[src/hw/rtl/tcw_pkg.sv]
// Shared types, constants and helpers of the text console writer.
`timescale 1ns / 1ps
`default_nettype none
package tcw_pkg;

	// Screen geometry.
	localparam int COLUMNS    = 80;
	localparam int LINES      = 25;
	localparam int CELL_COUNT = COLUMNS * LINES;
	localparam int CELL_AW    = $clog2(CELL_COUNT);

	// Field widths of the item and result beats.
	localparam int ACT_W  = 3;
	localparam int CHAR_W = 8;
	localparam int IDX_W  = 11;
	localparam int COL_W  = 7;
	localparam int ROW_W  = 5;
	localparam int POS_W  = 11;
	localparam int CELL_W = 16;
	localparam int COLOR_W = 8;

	// Cell contents.
	localparam logic [CHAR_W-1:0]  BLANK_CHAR  = 8'h20;
	localparam logic [COLOR_W-1:0] RESET_COLOR = 8'h07;
	localparam logic [CELL_W-1:0]  RESET_CELL  = 16'h0720;

	// Action codes on the item channel.
	localparam logic [ACT_W-1:0] ACT_PUT       = 3'd0;
	localparam logic [ACT_W-1:0] ACT_NEWLINE   = 3'd1;
	localparam logic [ACT_W-1:0] ACT_BACKSPACE = 3'd2;
	localparam logic [ACT_W-1:0] ACT_CLEAR     = 3'd3;
	localparam logic [ACT_W-1:0] ACT_READ      = 3'd4;

	// Command kinds after classification.
	typedef enum logic [2:0] {
		K_PUT,
		K_NEWLINE,
		K_BACKSPACE,
		K_CLEAR,
		K_READ,
		K_NOP
	} cmd_kind_t;

	typedef struct packed {
		cmd_kind_t           kind;
		logic [CHAR_W-1:0]   ch;
		logic [CELL_AW-1:0]  addr;
	} cmd_t;

	// Linear cell address of a row and column.
	function automatic logic [CELL_AW-1:0] cell_addr(input logic [ROW_W-1:0] row,
		input logic [COL_W-1:0] col);
		return CELL_AW'(row) * CELL_AW'(COLUMNS) + CELL_AW'(col);
	endfunction

endpackage
`default_nettype wire

[src/hw/rtl/tcw_front.sv]
// Front end: accepts item beats, classifies them and queues the commands.
`timescale 1ns / 1ps
`default_nettype none
module tcw_front (
	input  wire logic                        clk,
	input  wire logic                        arst_n,
	input  wire logic                        item_valid,
	output logic                             item_stall,
	input  wire logic [tcw_pkg::ACT_W-1:0]   action,
	input  wire logic [tcw_pkg::CHAR_W-1:0]  char_code,
	input  wire logic [tcw_pkg::IDX_W-1:0]   cell_index,
	input  wire logic                        enable,
	output logic                             cmd_valid,
	output tcw_pkg::cmd_t                    cmd,
	input  wire logic                        cmd_pop
);

	localparam int QDEPTH = 2;
	localparam int QPW    = $clog2(QDEPTH);

	tcw_pkg::cmd_t      queue_q [QDEPTH];
	logic [QPW-1:0]     wr_ptr_q;
	logic [QPW-1:0]     rd_ptr_q;
	logic [QPW:0]       count_q;
	tcw_pkg::cmd_t      cmd_in;
	logic               push;

	// Classify the action; an out-of-range read returns a zero word.
	always_comb begin
		cmd_in.ch   = char_code;
		cmd_in.addr = tcw_pkg::CELL_AW'(cell_index);
		unique case (action)
			tcw_pkg::ACT_PUT:       cmd_in.kind = tcw_pkg::K_PUT;
			tcw_pkg::ACT_NEWLINE:   cmd_in.kind = tcw_pkg::K_NEWLINE;
			tcw_pkg::ACT_BACKSPACE: cmd_in.kind = tcw_pkg::K_BACKSPACE;
			tcw_pkg::ACT_CLEAR:     cmd_in.kind = tcw_pkg::K_CLEAR;
			tcw_pkg::ACT_READ: begin
				if (32'(cell_index) < 32'(tcw_pkg::CELL_COUNT)) begin
					cmd_in.kind = tcw_pkg::K_READ;
				end else begin
					cmd_in.kind = tcw_pkg::K_NOP;
				end
			end
			default:                cmd_in.kind = tcw_pkg::K_NOP;
		endcase
	end

	assign item_stall = !enable || (count_q == (QPW+1)'(QDEPTH));
	assign push       = item_valid && !item_stall;
	assign cmd_valid  = (count_q != '0);
	assign cmd        = queue_q[rd_ptr_q];

	always_ff @(posedge clk or negedge arst_n) begin
		if (!arst_n) begin
			wr_ptr_q <= '0;
			rd_ptr_q <= '0;
			count_q  <= '0;
		end else begin
			if (push) begin
				wr_ptr_q <= wr_ptr_q + QPW'(1);
			end
			if (cmd_pop) begin
				rd_ptr_q <= rd_ptr_q + QPW'(1);
			end
			if (push && !cmd_pop) begin
				count_q <= count_q + (QPW+1)'(1);
			end else if (cmd_pop && !push) begin
				count_q <= count_q - (QPW+1)'(1);
			end
		end
	end

	always_ff @(posedge clk) begin
		if (push) begin
			queue_q[wr_ptr_q] <= cmd_in;
		end
	end

endmodule
`default_nettype wire

[config.mk]
export PLATFORM = sky130hd
export DESIGN_NAME = tcw_front
export DESIGN_NICKNAME = d
export VERILOG_FILES = /design/src/hw/rtl/tcw_pkg.sv /design/src/hw/rtl/tcw_front.sv
export SDC_FILE = /design/constraint.sdc
export NUM_CORES = 1
export LEC_CHECK = 0
export BUFFER_PORTS_ARGS = -buffer_cell sky130_fd_sc_hd__buf_2
export CAP_MARGIN = 20
export CORE_ASPECT_RATIO = 1.75
export CORE_MARGIN = 2
export CORE_UTILIZATION = 46
export CTS_BUF_LIST = sky130_fd_sc_hd__clkbuf_16
export DETAILED_ROUTE_END_ITERATION = 16
export PLACE_DENSITY = 0.78
export SLEW_MARGIN = 20
export SYNTH_ARGS = -nofsm -noshare
export SYNTH_HDL_FRONTEND = slang
export SYNTH_SLANG_ARGS = --single-unit
[constraint.sdc]
create_clock -name clk -period 1.7 [get_ports clk]
set_input_delay 0.17 -clock clk [delete_from_list [all_inputs] [get_ports clk]]
set_output_delay 0.17 -clock clk [all_outputs]
set_load 0.005 [all_outputs]
Word-level counts from Yosys, hierarchy flattened
Memories as Yosys holds them, arrays and structs flattened.
Index checks and enable logic that the tools add are counted.
{"block": "totals", "register_bits": 4, "mem_bits_rw": 44, "mem_count": 1, "wordCells": 31, "input_bits": 27, "output_inout_bits": 24}
{"memory": "queue_q", "depth": 2, "word_bits": 22, "read_ports": 1, "rd_ports_with_merged_regs": 0, "wr": 1, "line": "tcw_front.sv:21", "rtl": "tcw_pkg::cmd_t queue_q [QDEPTH];"}
{"block": "op_classes", "n_lt_le_gt_ge": 1, "n_eq_ne": 5, "n_mux": 6, "n_addsub": 4, "reduce_logical": 11}
{"operator": "3-bit one-hot mux with 5 select lines", "n": 1}
{"operator": "11-bit < comparator (second input constant)", "n": 1}
{"operator": "3-bit by 2-bit == test with 1-bit output (second input constant)", "n": 2}
{"operator": "1-bit zero test", "n": 4}
{"operator": "2-bit two-way mux", "n": 2}
{"operator": "2-bit nonzero test", "n": 2}
{"operator": "3-bit by 1-bit == test with 1-bit output (second input constant)", "n": 1}
{"operator": "3-bit == test (second input constant)", "n": 1}
{"operator": "1-bit logical AND", "n": 3}
{"operator": "3-bit zero test", "n": 1}
{"operator": "1-bit two-way mux", "n": 3}
{"operator": "1-bit adder (second input constant)", "n": 2}
{"operator": "2-bit by 1-bit adder with 2-bit output (second input constant)", "n": 1}
{"operator": "2-bit == test (second input constant)", "n": 1}
{"operator": "2-bit by 1-bit subtractor with 2-bit output (second input constant)", "n": 1}
{"operator": "1-bit logical OR", "n": 1}

Longest topological paths before layout
Gate-level depths: netlist of the first run.
{"block": "logic_depth", "depth_word": 8, "ltp_mapped": 7, "mapped_depth_nobuf": 7}

Worst setup path after synthesis of the first run
Ideal clock, no wire load.
{"block": "synth_path", "path_type": "reg2reg", "start": "register count_q[1]", "end": "memory queue_q[1][0] in the netlist's numbering (enable)", "path_slack_ns": -0.233, "path_stages_with_launch": 4, "arrival_ns": 1.532, "period_less_slack_ns": 1.933, "required_time_ns": 1.299, "path_buffers": 0, "setup_ns": 0.401, "cell_sequence": "dfrtp_1 -> inv_1 -> o211ai_2 -> nor2_1"}
{"block": "synth_via", "elab_chain_cells": 6}
{"item": "from (decl)", "line": "tcw_front.sv:24", "rtl": "logic [QPW:0] count_q;"}
{"item": "from (signal assigned)", "line": "tcw_front.sv:66", "rtl": "count_q <= count_q + (QPW+1)'(1);"}
{"item": "from (signal assigned)", "line": "tcw_front.sv:68", "rtl": "count_q <= count_q - (QPW+1)'(1);"}
{"item": "2-bit == test", "line": "tcw_front.sv:48", "rtl": "assign item_stall = !enable || (count_q == (QPW+1)'(QDEPTH));"}
{"item": "1-bit logical OR", "line": "tcw_front.sv:48"}
{"item": "1-bit zero test", "line": "tcw_front.sv:49", "rtl": "assign push = item_valid && !item_stall;"}
{"item": "1-bit logical AND", "line": "tcw_front.sv:49"}
{"item": "1-bit two-way mux", "line": "tcw_front.sv:74", "rtl": "if (push) begin"}
{"item": "1-bit two-way mux (not written as such)", "line": "tcw_front.sv:75", "rtl": "queue_q[wr_ptr_q] <= cmd_in;"}
{"item": "to (decl)", "line": "tcw_front.sv:21"}
No other way between the ends.

Final worst setup path of the first run
{"block": "layout_path", "start": "register count_q[0]", "end": "register count_q[1]"}
{"block": "layout_via", "elab_chain_cells": 7, "elab_cells_between_ends": 12, "classes_between": "add/sub: 2; eq/ne: 1; mux: 2; reduce/logical: 7"}
{"item": "2-bit == test", "line": "tcw_front.sv:48"}
{"item": "1-bit logical OR", "line": "tcw_front.sv:48"}
{"item": "1-bit zero test", "line": "tcw_front.sv:49"}
{"item": "1-bit logical AND", "line": "tcw_front.sv:49"}
{"item": "1-bit zero test", "line": "tcw_front.sv:67", "rtl": "end else if (cmd_pop && !push) begin"}
{"item": "1-bit logical AND", "line": "tcw_front.sv:67"}
{"item": "2-bit nonzero test (no line)"}
Parallel ways exist; a longest one is shown, timed or not. The select of a mux whose other input is x is not followed.
A chain may end at the register's enable or synchronous reset.

==> flow_summary.yaml, run 1 <==
outcome:
  status: "complete, no violations"
logic_synthesis:
  syn-cell-area_mm2: 0.00183
  ys_types: 17
  synth.ff_latch_count: 48
  ys_seq_area_share_pct: 77.5
  syn-num-nets: 122
  syn_inst: 94
  avgSynthCellArea_um2: 19.5
  yosysWarnings: 0
global_route:
  grt_max_degree: 16
  grt_usage_pct: 15.2
  antenna_found_initial: 0
  globalRouteOverflowTotal: 0
  grt_pass1_wl_mm: 4.91
  grt_pass1_vias: 1092
clock_tree:
  cts.clk_slew.worst_paths_ps: 60
  postCtsHoldBufs: 1
  cts_buffers: 5
  cts_tree: "yes"
  post_cts_buffers: 0
  cts_resized: 0
  clk_latency_ps: 280
  cts_root_buf: "clkbuf_16"
  cts_max_level: 2
  cts_buffer_depth: 2
  clock-sinks: 48
route:
  vias: 993
  postRouteAntennaNets: 0
  drc: 0
  first_iter_violations: 12
  drt_first_pass_iters: 4
  viasPerCell: 4.87
  routed_wl_mm: 3.12
  wl_per_cell_um: 15.3
pwr:
  leakage_nw: 0.902
  p_per_area_mw_per_mm2: 1460
  irDropWorstVdd_mv: 1.24
sta:
  slew_viol_final: 0
  rsz0062_at_grt: "false"
  fin_crit_sh_pct: 93.6
  setup_slack_ps: 110
  max_freq_mhz: 629
  final_hold_viol_count: 0
  maxSlewHeadroom_pct: 80.3
  setup_viol_count_final: 0
  finClkSkew_ps: 3.43
  worst_pin_slew_ps: 294
  fin_crit_ps: 1590
die:
  start_util_pct: 47.4
  rows: 30
  io_pins: 51
  core-area_mm2: 0.00387
  fp.dieW_um: 51.7
  fp.dieH_um: 87.5
  dieArea_mm2: 0.00453
cells_and_area:
  fillers: 304
  final_common_cell: "buf_2"
  area_growth_pct: 26.6
  diodes: 0
  final_net_count: 183
  layout-drive-gt1-share_pct: 57.1
  final_cells: 204
  layout_common_cells: "50 x buf_2, 44 x edfxtp_1, 22 x mux2_2"
setup_path:
  setup.worst_path.start_class: "register"
  crit_chain: "o211ai_2, inv_1, ha_1, xor2_1, nor2_1, xnor2_1"
  required_ps: 1890
  cp_top_family: "flip-flops"
  cpMaxStageDelayCell: "dfrtp_1"
  path_max_fanout: 5
  cp-end-kind: "register"
  path_class: "reg2reg"
  max_stage_delay_ps: 440
  arrival_ps: 1780
  cp_num_buf_inv: 1
job:
  maxCapViolCount: 0
placed_design:
  place.gp.congestion: 0.669
  place_ws_ps: 107
  port_buffers: 50
  place_hpwl_mm: 2.37
  dp.cells: 195
worst_hold_path:
  min_path_type: "in2reg"
## cell type report
class	count	area, µm²	area share [%]
Clock inverter	3	18.8	0.808
Tap cell	48	60.1	2.59
Multi-Input combinational cell	39	377	16.2
Inverter	4	15.0	0.647
Clock buffer	5	125	5.39
Timing Repair Buffer	57	305	13.1
Sequential cell	48	1420	61.2
## state kept, by name, indices dropped and copies added (netlist names)
| signal | flops |
|---|---|
| wr_ptr_q | 1 |
| rd_ptr_q | 1 |
| count_q | 2 |
| queue_q | 44 |
## cells by family after synthesis
kind of cell    after synthesis  synth area share (%)
fa+ha+maj                     1                 0.682
simple gates                  6                  1.64
xor+xnor                      5                  2.39
flops                        48                  77.5
mux                          22                  13.5
compound gates                5                  2.05
buf+inv                       7                  2.25
## power breakdown
part           internal (mW)  switching [mW]  total [mW]
clock network          0.538           0.373       0.911
registers               1.49          0.0711        1.56
logic                  0.490           0.426       0.916
total                   2.52           0.870        3.39
## final timing paths
| path | endpoint | from | slack (ps) | cells after the start |
|---|---|---|---|---|
| max | count_q[1]$_DFFE_PN0P_ | count_q[0]$_DFFE_PN0P_ | 110 | 6 |
| min | queue_q[0][11]$_DFFE_PP_ | char_code[0] | 80 | 1 |
| max reg2reg | count_q[1]$_DFFE_PN0P_ | count_q[0]$_DFFE_PN0P_ | 110 | 6 |
| min reg2reg | wr_ptr_q$_DFFE_PN0N_ | wr_ptr_q$_DFFE_PN0N_ | 540 | 1 |
| max in group asynchronous | rd_ptr_q$_DFFE_PN0P_ | arst_n | 1340 | 2 |
| min in group asynchronous | wr_ptr_q$_DFFE_PN0N_ | arst_n | 240 | 2 |
## synth_stat cells
library cell	number	share of area, %
a21o_1	1	0.41
buf_6	2	1.2
clkbuf_1	1	0.20
dfrtp_1	4	5.5
edfxtp_1	44	72
ha_1	1	0.68
inv_1	4	0.82
mux2_2	22	14
nand4_1	1	0.34
nor2_1	3	0.61
nor2b_1	1	0.34
o211ai_2	1	0.68
o21ai_0	2	0.55
o21bai_1	1	0.41
or2_2	1	0.34
xnor2_1	3	1.4
xor2_1	2	0.96
## per-layer routing
metal	GRT usage (%)	wire, µm	share of wire, %	vias to the layer above
met2	28.2	1820	58	36
met4	8.61	115	3.7	0
met1	14.2	1030	33	470
li1	-	-	-	475
met5	0	0	0	-
met3	4.44	165	5.3	12
## metrics by stage
stage          hold WS [ps]  utilization (%)  power, mW  setup TNS [ps]  cell area (µm²)
6_report               80.1             60.1       3.39               0             2320
5_1_grt                68.6             60.1       3.58               0             2320
4_1_cts                73.8             60.1       3.44               0             2320
3_5_place_dp          -22.7             56.1       2.52               0             2170
3_3_place_gp          -25.2             56.1       2.45               0             2170
2_1_floorplan          -126                -       2.15          -10240             1830
Note: power is estimated with default switching activity, not from simulation.
==> run 2: changes to the inputs <==
Settings changed: CORE_ASPECT_RATIO 1.75 to 0.7.
==> flow_summary.yaml, run 2 (synthesized netlist as in run 1, its figures left out) <==
outcome:
  status: "complete, no violations"
die:
  fp.dieH_um: 56.8
  core-area_mm2: 0.00387
  io_pins: 51
  start_util_pct: 47.3
  fp.dieW_um: 79.5
  rows: 19
  dieArea_mm2: 0.00452
pwr:
  finalPower_mw: 3.55
  leakage_nw: 0.913
  irDropWorstVdd_mv: 1.05
  p_per_area_mw_per_mm2: 1510
clock_tree:
  cts.clk_slew.worst_paths_ps: 60
  clock-sinks: 48
  cts_max_level: 2
  cts_resized: 0
  cts_root_buf: "clkbuf_16"
  clk_latency_ps: 280
  cts_buffers: 5
  cts_tree: "yes"
  cts_buffer_depth: 2
route:
  vias: 1017
  drt_first_pass_iters: 4
  routed_wl_mm: 3.18
  viasPerCell: 4.94
  routed.top_layer: "met4"
  postRouteAntennaNets: 0
  met2WireLength_mm: 1.59
  wl_met1_mm: 1.31
  wl_met3_um: 209
  first_iter_violations: 63
  drc: 0
  wl_per_cell_um: 15.5
sta:
  finClkSkew_ps: 3.51
  setup_viol_count_final: 0
  rsz0062_at_grt: "false"
  maxSlewHeadroom_pct: 81.2
  fin_crit_ps: 1520
  setup_slack_ps: 183
  max_freq_mhz: 659
  fin_crit_sh_pct: 89.2
  worst_pin_slew_ps: 281
  final_hold_viol_count: 0
  slew_viol_final: 0
setup_path:
  max_stage_delay_ps: 360
  path_max_fanout: 12
  path_class: "reg2out"
  setup.worst_path.start_class: "register"
  cp-end-kind: "output port"
  required_ps: 1530
  crit_chain: "buf_4, mux2_2, buf_2"
  arrival_ps: 1350
  cpMaxStageDelayCell: "mux2_2"
placed_design:
  placed_area_mm2: 0.00218
  dp.cells: 197
  port_buffers: 50
  place_hpwl_mm: 2.15
  place_ws_ps: 198
  place.gp.congestion: 0.725
global_route:
  grt_pass1_wl_mm: 5.00
  globalRouteOverflowTotal: 0
  grt_usage_pct: 15.5
  grt_pass1_vias: 1088
  grt_max_degree: 23
  antenna_found_initial: 0
cells_and_area:
  fillers: 287
  final_net_count: 181
  area_growth_pct: 28.4
  layout-drive-gt1-share_pct: 55.8
  regMostFlops: "queue_q"
  layout_common_cells: "50 x buf_2, 44 x edfxtp_1, 22 x mux2_2"
  final_cells: 206
  reg_top3: "queue_q (44), count_q (2)"
  final_area_mm2: 0.00236
  final_common_cell: "buf_2"
  largest_reg_flops: 44
  diodes: 0
worst_hold_path:
  min_path_type: "in2reg"
job:
  maxCapViolCount: 0
[run 2: repair_timing]
item / CTS / global route
endpoints found under the hold margin: 4 / 0
setup endpoints to repair: 0 / 0
hold buffers: 1 / 0
setup buffers: 0 / 0
[run 2: layout make-up]
cell class              count  area, µm²  share of cell area, %
clock buffers               5        125                   5.31
clock inverters             3       37.5                   1.59
inverters                   4       15.0                  0.637
multi-input cells          39        377                   16.0
flip-flops and latches     48       1420                   60.3
well taps                  52       65.1                   2.76
repair buffers             55        315                   13.4
[run 2: report_power, final]
part           switching (mW)  internal (mW)
sequential             0.0734           1.49
clock                   0.372          0.682
combinational           0.431          0.502
[run 2: worst max-delay path: cells and delay by family, from the launching register on]
kind / cells / cell delay (ps)
buffers and inverters: 2 / 360
DFF: 1 / 340
muxes: 1 / 360
[run 2: stage by stage]
step	hold slack [ps]	util [%]	TNS, ps
2_1_floorplan	-126	-	-10240
3_3_place_gp	-23.7	56.3	0
3_5_place_dp	-20.8	56.3	0
4_1_cts	69.3	60.8	0
5_1_grt	67.7	60.8	0
6_report	76.0	60.8	0
[run 2: worst paths after layout]
check	start	to	slack, ps	cells after the start
worst min register to register	wr_ptr_q$_DFFE_PN0N_	wr_ptr_q$_DFFE_PN0N_	540	1
worst max-delay path	rd_ptr_q$_DFFE_PN0P_	cmd[3]	180	3
max in group asynchronous	arst_n	rd_ptr_q$_DFFE_PN0P_	1360	2
worst max register to register	count_q[0]$_DFFE_PN0P_	count_q[1]$_DFFE_PN0P_	200	5
min in group asynchronous	arst_n	count_q[1]$_DFFE_PN0P_	220	2
worst min-delay path	cell_index[3]	queue_q[0][3]$_DFFE_PP_	80	1
[run 2: routing by layer]
layer	global-route usage, %	up-vias
met4	6.65	0
met5	0	-
li1	-	474
met2	25.9	39
met3	5.79	8
met1	17.9	496
==> run 3: changes to the inputs <==
--- a/config.mk
+++ b/config.mk
@@ -8,3 +8,2 @@
 export BUFFER_PORTS_ARGS = -buffer_cell sky130_fd_sc_hd__buf_2
-export CAP_MARGIN = 20
 export CORE_ASPECT_RATIO = 0.7
==> constraint.sdc (replaced) <==
create_clock -name clk -period 1.7 [get_ports clk]
set_input_delay 0 -clock clk [delete_from_list [all_inputs] [get_ports clk]]
set_output_delay 0 -clock clk [all_outputs]
set_load 0.005 [all_outputs]
==> flow_summary.yaml, run 3 (synthesized netlist as in run 1, its figures left out) <==
setup_path:
  timing.rr.end: "count_q[1]$_DFFE_PN0P_"
  regToRegSetupSlack_ps: 200
  cp_num_buf_inv: 1
  reg2reg_from: "count_q[0]$_DFFE_PN0P_"
  max_stage_delay_ps: 440
  cp_top_family: "flip-flops"
  required_ps: 1910
  r2r_cells: 6
  worst-path-stages: 6
  setup.worst_path.start_class: "register"
  crit_start: "count_q[0]$_DFFE_PN0P_"
  crit_chain: "o211ai_2, inv_1, ha_1, xor2_1, nor2_1, xnor2_1"
  path_class: "reg2reg"
  arrival_ps: 1710
  cpMaxStageDelayCell: "dfrtp_1"
  worstSetupEndpoint: "count_q[1]$_DFFE_PN0P_"
  cp-end-kind: "register"
  path_max_fanout: 5
clock_tree:
  clk_latency_ps: 290
  cts_tree: "yes"
  cts_max_level: 2
  cts.clk_slew.worst_paths_ps: 60
  clock-sinks: 48
  cts_root_buf: "clkbuf_16"
  cts_buffers: 5
  cts_buffer_depth: 2
  post_cts_buffers: 0
route:
  routed_wl_mm: 3.26
  first_iter_violations: 46
  viasPerCell: 4.76
  postRouteAntennaNets: 0
  wl_per_cell_um: 14.4
  drc: 0
  vias: 1080
  drt_first_pass_iters: 4
sta:
  setup_viol_count_final: 0
  fin_crit_ps: 1500
  worst_pin_slew_ps: 278
  final_hold_viol_count: 0
  slew_viol_final: 0
  rsz0062_at_grt: "false"
  maxSlewHeadroom_pct: 81.4
  fin_crit_sh_pct: 88.3
  max_freq_mhz: 666
  finClkSkew_ps: 5.76
pwr:
  leakage_nw: 0.985
  p_per_area_mw_per_mm2: 1360
  irDropWorstVdd_mv: 0.909
  finalPower_mw: 3.45
cells_and_area:
  regMostFlops: "queue_q"
  reg_top3: "queue_q (44), count_q (2)"
  final_area_mm2: 0.00255
  layout-drive-gt1-share_pct: 49.7
  final_net_count: 202
  largest_reg_flops: 44
  seq_area_mm2: 0.00142
  layout_common_cells: "50 x buf_2, 44 x edfxtp_1, 22 x mux2_2, 22 x dlygate4sd3_1, 5 x clkbuf_16"
  final_common_cell: "buf_2"
  final_core_utilization_pct: 65.7
  area_growth_pct: 38.9
  diodes: 0
  fillers: 264
  multi_input_area_um2: 377
worst_hold_path:
  min_path_type: "in2reg"
global_route:
  grt_pass1_wl_mm: 5.16
  grt_pass1_vias: 1113
  grt_usage_pct: 16.2
  antenna_found_initial: 0
  grt_max_degree: 23
  globalRouteOverflowTotal: 0
die:
  fp.dieH_um: 56.8
  fp.dieW_um: 79.5
  core-area_mm2: 0.00387
  io_pins: 51
  start_util_pct: 47.3
  dieArea_mm2: 0.00452
  rows: 19
placed_design:
  place.gp.congestion: 0.732
  place_hpwl_mm: 1.95
  placed_area_mm2: 0.00218
  port_buffers: 50
outcome:
  status: "complete, no violations"
job:
  maxCapViolCount: 0
run 3: what timing repair did:
item | 4_1_cts | 5_1_grt
resized for setup | 0 | 0
endpoints found under the hold margin | 45 | 0
hold buffers | 22 | 0
run 3: metrics by stage:
step                      worst slack [ps]  hold slack [ps]  TNS [ps]  std cells
after floorplan                       -233             -296    -10240         94
after global placement                 292             -193         0        197
after detailed placement               186             -195         0        197
after CTS                              178             29.0         0        227
after global routing                  50.9             52.6         0        227
final                                  198             26.2         0        227
run 3: final cells by class:
class / instances / area share [%]
Multi-Input combinational cell: 39 / 14.8
Clock inverter: 3 / 0.737
Timing Repair Buffer: 76 / 20.6
Inverter: 4 / 0.589
Tap cell: 52 / 2.55
Clock buffer: 5 / 4.91
Sequential cell: 48 / 55.8
run 3: worst min path at each step:
stage                          from                        to  slack [ps]  depth (start not counted)
after CTS                 action[0]  queue_q[1][19]$_DFFE_PP_          30                          2
final                     action[0]  queue_q[1][19]$_DFFE_PP_          30                          2
after global routing      action[0]  queue_q[1][19]$_DFFE_PP_          50                          2
after global placement       arst_n    count_q[1]$_DFFE_PN0P_        -190                          1
after detailed placement     arst_n      rd_ptr_q$_DFFE_PN0P_        -190                          1
after floorplan              arst_n    count_q[0]$_DFFE_PN0P_        -300                          0
run 3: layer usage:
metal / GRT usage [%] / up-vias / wire [µm]
li1: - / 512 / -
met1: 19.2 / 525 / 1300
met5: 0 / - / 0
met4: 6.16 / 0 / 49
met3: 5.95 / 6 / 214
met2: 27.1 / 37 / 1700
run 3: power by group:
| group | total [mW] | switching [mW] | internal, mW |
|---|---|---|---|
| logic | 0.955 | 0.423 | 0.532 |
| clock network | 0.940 | 0.401 | 0.539 |
| registers | 1.56 | 0.0708 | 1.49 |
